--- src/design/ccirc_queue.sv ---
// ccirc_queue: short register queue between the front and back parts
// depends on nothing but its parameters
module ccirc_queue #(
	parameter int WIDTH = 8,
	parameter int DEPTH = 4
) (
	input logic clk,
	input logic arst_n,
	input logic push,
	output logic full,
	input logic [WIDTH-1:0] din,
	input logic pop,
	output logic empty,
	output logic [WIDTH-1:0] dout
);
	localparam int PTR_W = (DEPTH > 1) ? $clog2(DEPTH) : 1;
	localparam int CNT_W = $clog2(DEPTH + 1);
	localparam logic [PTR_W-1:0] LAST = PTR_W'(DEPTH - 1);

	logic [WIDTH-1:0] mem_q [DEPTH];
	logic [PTR_W-1:0] wr_q, rd_q;
	logic [CNT_W-1:0] cnt_q;
	logic do_push, do_pop;

	assign full = (cnt_q == CNT_W'(DEPTH));
	assign empty = (cnt_q == '0);
	assign do_push = push && !full;
	assign do_pop = pop && !empty;
	assign dout = mem_q[rd_q];

	always_ff @(posedge clk or negedge arst_n) begin
		if (!arst_n) begin
			wr_q <= '0;
			rd_q <= '0;
			cnt_q <= '0;
		end else begin
			if (do_push) begin
				wr_q <= (wr_q == LAST) ? '0 : wr_q + 1'b1;
			end
			if (do_pop) begin
				rd_q <= (rd_q == LAST) ? '0 : rd_q + 1'b1;
			end
			if (do_push && !do_pop) begin
				cnt_q <= cnt_q + 1'b1;
			end else if (do_pop && !do_push) begin
				cnt_q <= cnt_q - 1'b1;
			end
		end
	end

	always_ff @(posedge clk) begin
		if (do_push) begin
			mem_q[wr_q] <= din;
		end
	end

endmodule

--- config.mk ---
export PLATFORM = sky130hd
export DESIGN_NAME = ccirc_queue
export DESIGN_NICKNAME = d
export VERILOG_FILES = /design/src/design/ccirc_queue.sv
export SDC_FILE = /design/constraint.sdc
export NUM_CORES = 1
export LEC_CHECK = 0
export BUFFER_PORTS_ARGS = -buffer_cell sky130_fd_sc_hd__buf_2
export CAP_MARGIN = 40
export CELL_PAD_IN_SITES_DETAIL_PLACEMENT = 0
export CELL_PAD_IN_SITES_GLOBAL_PLACEMENT = 1
export CORE_MARGIN = 1.5
export CORE_UTILIZATION = 37
export CTS_CLUSTER_SIZE = 40
export DETAILED_ROUTE_END_ITERATION = 10
export PLACE_DENSITY = 0.67
export SLEW_MARGIN = 15
export SYNTH_ARGS = -nofsm -noshare
export SYNTH_HDL_FRONTEND = slang
export SYNTH_SLANG_ARGS = --single-unit
--- constraint.sdc ---
create_clock -name clk -period 5.7 [get_ports clk]
set_input_delay 0.285 -clock clk [delete_from_list [all_inputs] [get_ports clk]]
set_output_delay 0.285 -clock clk [all_outputs]
set_load 0.02 [all_outputs]
After elaboration in Yosys (flattened, before gate mapping) --
Memory sizes are Yosys's and may differ from the RTL's. Cells that the tools add are included.
Operators by class: $add $sub $neg 4, eq/ne operators 3, muxes and demuxes 6, reduce and logical (&&, ||, !) cells 10
Operators with widths (count):
- $mux W3 | 2
- $add A2 B1 Y2 const B | 2
- $eq A2 B2 Y1 const B | 2
- $logic_and A1 B1 Y1 | 4
- $logic_not A1 Y1 | 4
- $mux W2 | 2
- $add A3 B1 Y3 const B | 1
- $eq A3 B3 Y1 const B | 1
- $logic_not A3 Y1 | 1
- $sub A3 B1 Y3 const B | 1
- $mux W1 | 2
- $reduce_bool A2 Y1 | 1
Storage, ports and cells: register bits after elaboration 7, bits in writable memories 32, input port bits 12, output and inout port bits 10, logic and storage cells 27, memories kept 1
Memories:
- mem_q | depth 4, width 8, rd ports 1, clocked after memory_dff 0, write ports 1, line 20 | logic [WIDTH-1:0] mem_q [DEPTH];

Depth between registers and ports, before layout --
Gate-level depths: netlist of run 1.
word-level depth 7, depth in mapped cells 8, gate-level depth less buffers 8

Worst setup path after synthesis of run 1 --
No wires, ideal clock.
path kind reg-to-reg, start point register cnt_q[0], end point register cnt_q[2], arrival 2.247 ns, slack 3.374 ns, cell stages (with the launch flop) 9, cells stage by stage dfrtp_1 -> nor3_1 -> nand2b_4 -> ha_1 -> inv_1 -> fa_1 -> xor2_1 -> nor2_1 -> xor2_1
On the way: longest elaborated chain between the ends 6, elaborated cells between the ends (all ways) 15, those cells by class add/sub (2); eq/ne (1); mux (2); reduce/logical (10)
RTL lines:
- start: declaration | line 22 | logic [CNT_W-1:0] cnt_q;
- start signal: assignment | line 44 | cnt_q <= cnt_q + 1'b1;
- start signal: assignment | line 46 | cnt_q <= cnt_q - 1'b1;
- $logic_not A3 Y1 * | line 26 | assign empty = (cnt_q == '0);
- net empty | line 13 | output logic empty,
- $logic_not A1 Y1 * | line 28 | assign do_pop = pop && !empty;
- $logic_and A1 B1 Y1 * | line 28
- $logic_not A1 Y1 | line 43 | if (do_push && !do_pop) begin
- $logic_and A1 B1 Y1 | line 43
- $mux W3 / $reduce_bool A2 Y1 (equally long branches)
The timed path passes the listed nets; every way through them passes the cells marked *. The select of a mux whose other input is x is not followed. A chain may end at the register's enable or synchronous reset.

Final worst setup path of run 1 --
start point register rd_q[0], end point output port dout[7]
On the way: longest elaborated chain between the ends 1
RTL lines:
- start: declaration | line 21 | logic [PTR_W-1:0] wr_q, rd_q;
- start signal: assignment | line 41 | rd_q <= (rd_q == LAST) ? '0 : rd_q + 1'b1;
- $mem_v2 Z4 W8
- end: declaration | line 14 | output logic [WIDTH-1:0] dout
Every way passes these cells.

==> results.sh, run 1 <==
export IMPL_slew_headroom_pct=47.0
export IMPL_setup_viol=0
export IMPL_die_area_sq_um=4780
export IMPL_dp_cells=148
export IMPL_wire_per_inst_um=15.1
export IMPL_max_stage_delay_ns=0.74
export IMPL_vias=758
export IMPL_diodes=0
export IMPL_cts_sinks=39
export IMPL_crit_fanout=11
export IMPL_finalHoldViolCount=0
export IMPL_antenna_found_initial=0
export IMPL_cts_buffers=5
export IMPL_critical_path_slowest_cell="dfrtp_1"
export IMPL_globalplace_congestion=0.660
export IMPL_total_power_uw=960
export IMPL_synth_distinct_cells=19
export IMPL_start_kind="flop"
export IMPL_status="complete, no violations"
export IMPL_cts_tree="done"
export IMPL_num_rows=23
export IMPL_synth_nets=98
export IMPL_firstDrtPassIters=4
export IMPL_leakagePower_nw=0.717
export IMPL_drt_iter0_drc=24
export IMPL_wl_mm=2.38
export IMPL_antenna_left=0
export IMPL_hold_ws_ns=0.212
export IMPL_crit_type="reg -> out"
export IMPL_ys_ff_latch=39
export IMPL_cp_cell_sequence="mux4_2 > buf_2"
export IMPL_p_sw_uw=318
export IMPL_cap_violations=0
export IMPL_cts_root_buf="clkbuf_8"
export IMPL_period_share_pct=36.4
export IMPL_pin_count=22
export IMPL_cts_setup_buffers=0
export IMPL_coreArea_sq_um=4120
export IMPL_ys_seq_area_share_pct=70.2
export IMPL_clk_pin_slew_worst_paths_ns=0.07
export IMPL_seqPwrFrac_pct=47.3
export IMPL_end_kind="output pin"
export IMPL_grt_pass1_vias=825
export IMPL_final_common_cell="edfxtp_1"
export IMPL_ctsHtreeMaxLevel=2
export IMPL_grt_max_degree=13
export IMPL_worst_slew_pin_slew_ns=0.792
export IMPL_place_hpwl_mm=1.59
export IMPL_switching_share_pct=33.1
export IMPL_p_comb_share_pct=34.8
export IMPL_max_freq_mhz=481
export IMPL_p_int_uw=642
export IMPL_final_util_pct=45.5
export IMPL_gr_usage_all_layers_pct=11.6
export IMPL_synth_area_per_cell_sq_um=20.5
export IMPL_crit_family="flip-flops"
export IMPL_fin_setup_tns_ns=0
export IMPL_final_cells=157
export IMPL_viasPerCell=4.83
export IMPL_clockBufferDepth=2
export IMPL_initial_core_util_pct=39.3
export IMPL_hold_class="in -> reg"
export IMPL_post_route_drc_count=0
export IMPL_clk_latency_ns=0.28
export IMPL_p_clk_share_pct=17.9
export IMPL_port_buffers=21
export IMPL_period_needed_ns=2.08
export IMPL_path_buf_inv=1
export IMPL_grt_first_pass_wirelength_mm=4.04
export IMPL_final_cell_mix="edfxtp_1 (32), buf_2 (21), mux4_2 (8)"
export IMPL_layout_area_overhead_vs_synth_pct=15.6
export IMPL_required_ns=5.41
export IMPL_netlist_instances=79
export IMPL_syn_cell_area_sq_um=1620
export IMPL_hold_buffers=1
export IMPL_rsz0062_at_grt="false"
export IMPL_yosysWarnings=0
export IMPL_cts_resized=0
export IMPL_fp_dieW_um=69.1
export IMPL_ir_worst_vdd_uv=182
export IMPL_cellPowerDensity_nw_per_um2=513
export IMPL_finalNetCount=125
export IMPL_dieHeight_um=69.1
export IMPL_critPathArrivalTime_ns=1.79
export IMPL_slew_viol_final=0
export IMPL_drive_gt1_share_pct=42.1
export IMPL_fin_worst_skew_ns=0.00386
export IMPL_grt_overflow_total=0
==> cell usage after synthesis <==
cell      instances  area (sq um)
xnor2_1           1          8.76
fa_1              1          20.0
nand2b_4          1          13.8
mux4_2            8           180
mux2_4            4          60.1
ha_1              6          75.1
nor2b_4           1          13.8
xor2_1            2          17.5
mux2_2            1          11.3
dfrtp_1           7           175
nor2_1            4          15.0
nand2_1           1          3.75
and2_1            3          18.8
clkbuf_1          1          3.75
buf_2             1          5.00
nor3b_4           1          18.8
nor3_1            1          5.00
edfxtp_1         32           961
inv_1             3          11.3
==> power by group through the flow <==
stage	logic (mW)	clock network (mW)	registers (mW)
3_3_place_gp	0.337	0	0.460
5_1_grt	0.366	0.191	0.467
3_5_place_dp	0.336	0	0.464
2_1_floorplan	0.286	0	0.422
6_report	0.334	0.171	0.454
4_1_cts	0.340	0.179	0.458
==> state kept, by name, summed over array words and instances, names as in the netlist <==
| name | flops |
|---|---|
| mem_q | 32 |
| rd_q | 2 |
| wr_q | 2 |
| cnt_q | 3 |
==> metal layers <==
layer  track usage (%)  vias up  wire length [um]
li1                  -      352                 -
met1              13.3      386              1010
met2              18.8       15              1230
met3              5.26        5                96
met4              4.58        0                34
met5                 0        -                 0
==> final cells by class <==
class                      instances  area, sq um
timing repair buffer              22          115
clock inverter                     3         15.0
clock buffer                       5         68.8
fill                             360         2240
tap                               50         62.6
inverter                           3         11.3
sequential                        39         1140
multi-input combinational         35          462
==> worst reg2reg max path, cell delays in order, from the launching register on <==
cell,delay [ns]
dfrtp_1,0.45
nor3_1,0.25
nand2b_4,0.19
ha_1,0.18
inv_1,0.06
fa_1,0.38
xor2_1,0.15
nor2_1,0.11
xor2_1,0.15
==> cell families (layout without fill, tap and decap cells) <==
| family | after synthesis | after routing | share of synthesized area, % |
|---|---|---|---|
| simple gates | 12 | 12 | 5.49 |
| buf+inv | 5 | 33 | 1.24 |
| xor+xnor | 3 | 3 | 1.62 |
| mux | 13 | 13 | 15.5 |
| flops | 39 | 39 | 70.2 |
| fa+ha+maj | 7 | 7 | 5.88 |
==> worst paths after layout <==
kind | from | cells after the start | slack, ns | end
hold / removal | din[3] | 1 | 0.21 | mem_q[3][3]
setup reg to reg | cnt_q[0] | 8 | 3.70 | cnt_q[2]
max in group asynchronous | arst_n | 2 | 5.18 | rd_q[1]
min in group asynchronous | arst_n | 2 | 0.36 | cnt_q[1]
hold reg to reg | cnt_q[2] | 1 | 0.51 | cnt_q[2]
setup / recovery | rd_q[0] | 2 | 3.62 | dout[7]
==> through the flow <==
stage / cell area [sq um] / setup slack (ns)
after floorplan: 1620 / 3.37
after global placement: 1780 / 3.78
after detailed placement: 1780 / 3.71
after CTS: 1870 / 3.57
after global routing: 1870 / 3.50
final: 1870 / 3.62
Power figures use the tool's default switching activity.
==> run 2, diff against run 1 <==
==> constraint.sdc (replaced) <==
create_clock -name clk -period 2.1 [get_ports clk]
set_input_delay 0.105 -clock clk [delete_from_list [all_inputs] [get_ports clk]]
set_output_delay 0.105 -clock clk [all_outputs]
set_load 0.02 [all_outputs]
==> results.sh, run 2 (synthesized netlist as in run 1, its figures left out) <==
export IMPL_status="complete, no violations"
export IMPL_final_cells=159
export IMPL_slew_headroom_pct=59.8
export IMPL_period_share_pct=93.0
export IMPL_drt_iter0_drc=42
export IMPL_cts_buffers=5
export IMPL_viasPerCell=4.83
export IMPL_port_buffers=21
export IMPL_cp_common_cell="xor2_1"
export IMPL_rsz0062_at_grt="false"
export IMPL_end_kind="flop"
export IMPL_diodes=0
export IMPL_rr_endpoint="cnt_q[2]"
export IMPL_ir_worst_vdd_uv=612
export IMPL_pin_count=22
export IMPL_finalNetCount=127
export IMPL_firstDrtPassIters=2
export IMPL_place_hpwl_mm=1.69
export IMPL_reg2reg_slack_ns=0.15
export IMPL_cellPowerDensity_nw_per_um2=1390
export IMPL_start_kind="flop"
export IMPL_postLayoutSetupSlackWorst_ns=0.147
export IMPL_antenna_left=0
export IMPL_leakagePower_nw=0.722
export IMPL_reg2regPathDepth=8
export IMPL_dieHeight_um=69.1
export IMPL_cts_tree="done"
export IMPL_critical_path_slowest_cell="dfrtp_1"
export IMPL_grt_max_degree=12
export IMPL_fillers=369
export IMPL_coreArea_sq_um=4120
export IMPL_worstHoldEndpoint="mem_q[0][3]"
export IMPL_antenna_found_initial=0
export IMPL_num_rows=23
export IMPL_initial_core_util_pct=39.3
export IMPL_dp_slack_ns=0.117
export IMPL_dp_cells=149
export IMPL_vias=768
export IMPL_max_freq_mhz=512
export IMPL_worst_slew_pin_slew_ns=0.602
export IMPL_largest_reg_flops=32
export IMPL_r2r_start="cnt_q[0]"
export IMPL_gr_usage_all_layers_pct=12.0
export IMPL_hold_class="in -> reg"
export IMPL_regMostFlops="mem_q"
export IMPL_hp_start="din[3]"
export IMPL_cp_cell_sequence="nor3_2 > nand2b_4 > ha_1 > inv_1 > fa_1 > xor2_1 > nor2_1 > xor2_1"
export IMPL_final_common_cell="edfxtp_1"
export IMPL_ctsHtreeMaxLevel=2
export IMPL_setup_viol=0
export IMPL_clk_latency_ns=0.28
export IMPL_max_stage_delay_ns=0.46
export IMPL_finalHoldViolCount=0
export IMPL_clockBufferDepth=2
export IMPL_whs_path_depth=1
export IMPL_drive_gt1_share_pct=43.1
export IMPL_fp_dieW_um=69.1
export IMPL_cts_root_buf="clkbuf_8"
export IMPL_wl_mm=2.49
export IMPL_period_needed_ns=1.95
export IMPL_wire_per_inst_um=15.7
export IMPL_clk_pin_slew_worst_paths_ns=0.07
export IMPL_critPathArrivalTime_ns=2.16
export IMPL_fin_setup_tns_ns=0
export IMPL_slew_viol_final=0
export IMPL_grt_pass1_vias=896
export IMPL_fin_worst_skew_ns=0.00324
export IMPL_grt_overflow_total=0
export IMPL_layout_area_overhead_vs_synth_pct=16.8
export IMPL_cts_sinks=39
export IMPL_post_route_drc_count=0
export IMPL_crit_type="reg -> reg"
export IMPL_crit_fanout=4
export IMPL_grt_first_pass_wirelength_mm=4.31
export IMPL_globalplace_congestion=0.708
export IMPL_final_cell_mix="edfxtp_1 (32), buf_2 (21), mux4_2 (8)"
export IMPL_top_regs="mem_q (32), cnt_q (3)"
export IMPL_die_area_sq_um=4780
export IMPL_cap_violations=0
export IMPL_required_ns=2.31
[run 2: per-stage QoR]
step                      hold slack [ns]  util [%]  instance area, sq um  power [mW]
final                              0.0336      45.9                  1890        2.63
after detailed placement          -0.0428      43.5                  1790        2.20
after global routing               0.0231      45.9                  1890        2.81
after floorplan                    -0.191         -                  1620        1.93
after CTS                          0.0247      45.7                  1880        2.67
after global placement            -0.0476      43.5                  1790        2.17
[run 2: how the worst max path moves through the flow]
stage / from / endpoint / slack, ns
2_1_floorplan: cnt_q[1] / cnt_q[2] / 0.003
3_3_place_gp: cnt_q[1] / cnt_q[2] / 0.17
3_5_place_dp: cnt_q[1] / cnt_q[2] / 0.12
4_1_cts: cnt_q[1] / cnt_q[2] / 0.11
5_1_grt: cnt_q[0] / cnt_q[2] / 0.007
6_report: cnt_q[0] / cnt_q[2] / 0.15
[run 2: layer usage]
metal	track usage, %	vias up	share of wire (%)	routed length [um]
met1	13.3	386	41	1010
met3	4.68	7	4.3	107
met5	0	-	0	0
met2	20.8	17	53	1320
met4	4.58	0	1.9	47
li1	-	358	-	-
[run 2: report_power, final]
group	internal (mW)	switching [mW]
combinational	0.481	0.439
clock	0.233	0.233
sequential	1.05	0.191
total	1.76	0.863
[run 2: area by class of cell]
class                      count  area, sq um  share of cell area, %
sequential                    39         1140                   60.2
multi-input combinational     35          467                   24.7
timing repair buffer          24          130                   6.89
clock buffer                   7         76.3                   4.04
tap                           50         62.6                   3.31
inverter                       3         11.3                  0.596
clock inverter                 1         5.00                  0.265
[run 2: worst max-delay path: cells and delay by family, from the launching register on]
kind                     cells  cell delay (ns)
AND/OR/NAND/NOR              3             0.51
XOR/XNOR                     2             0.30
flip-flops                   1             0.46
buffers and inverters        1             0.06
adder cells (fa/ha/maj)      2             0.55
[run 2: timing repair]
action | in CTS | in global routing
hold buffers | 1 | 0
setup endpoints to repair | 0 | 1
buffers inserted | 0 | 1
resized for setup | 0 | 1
hold endpoints to repair | 7 | 0
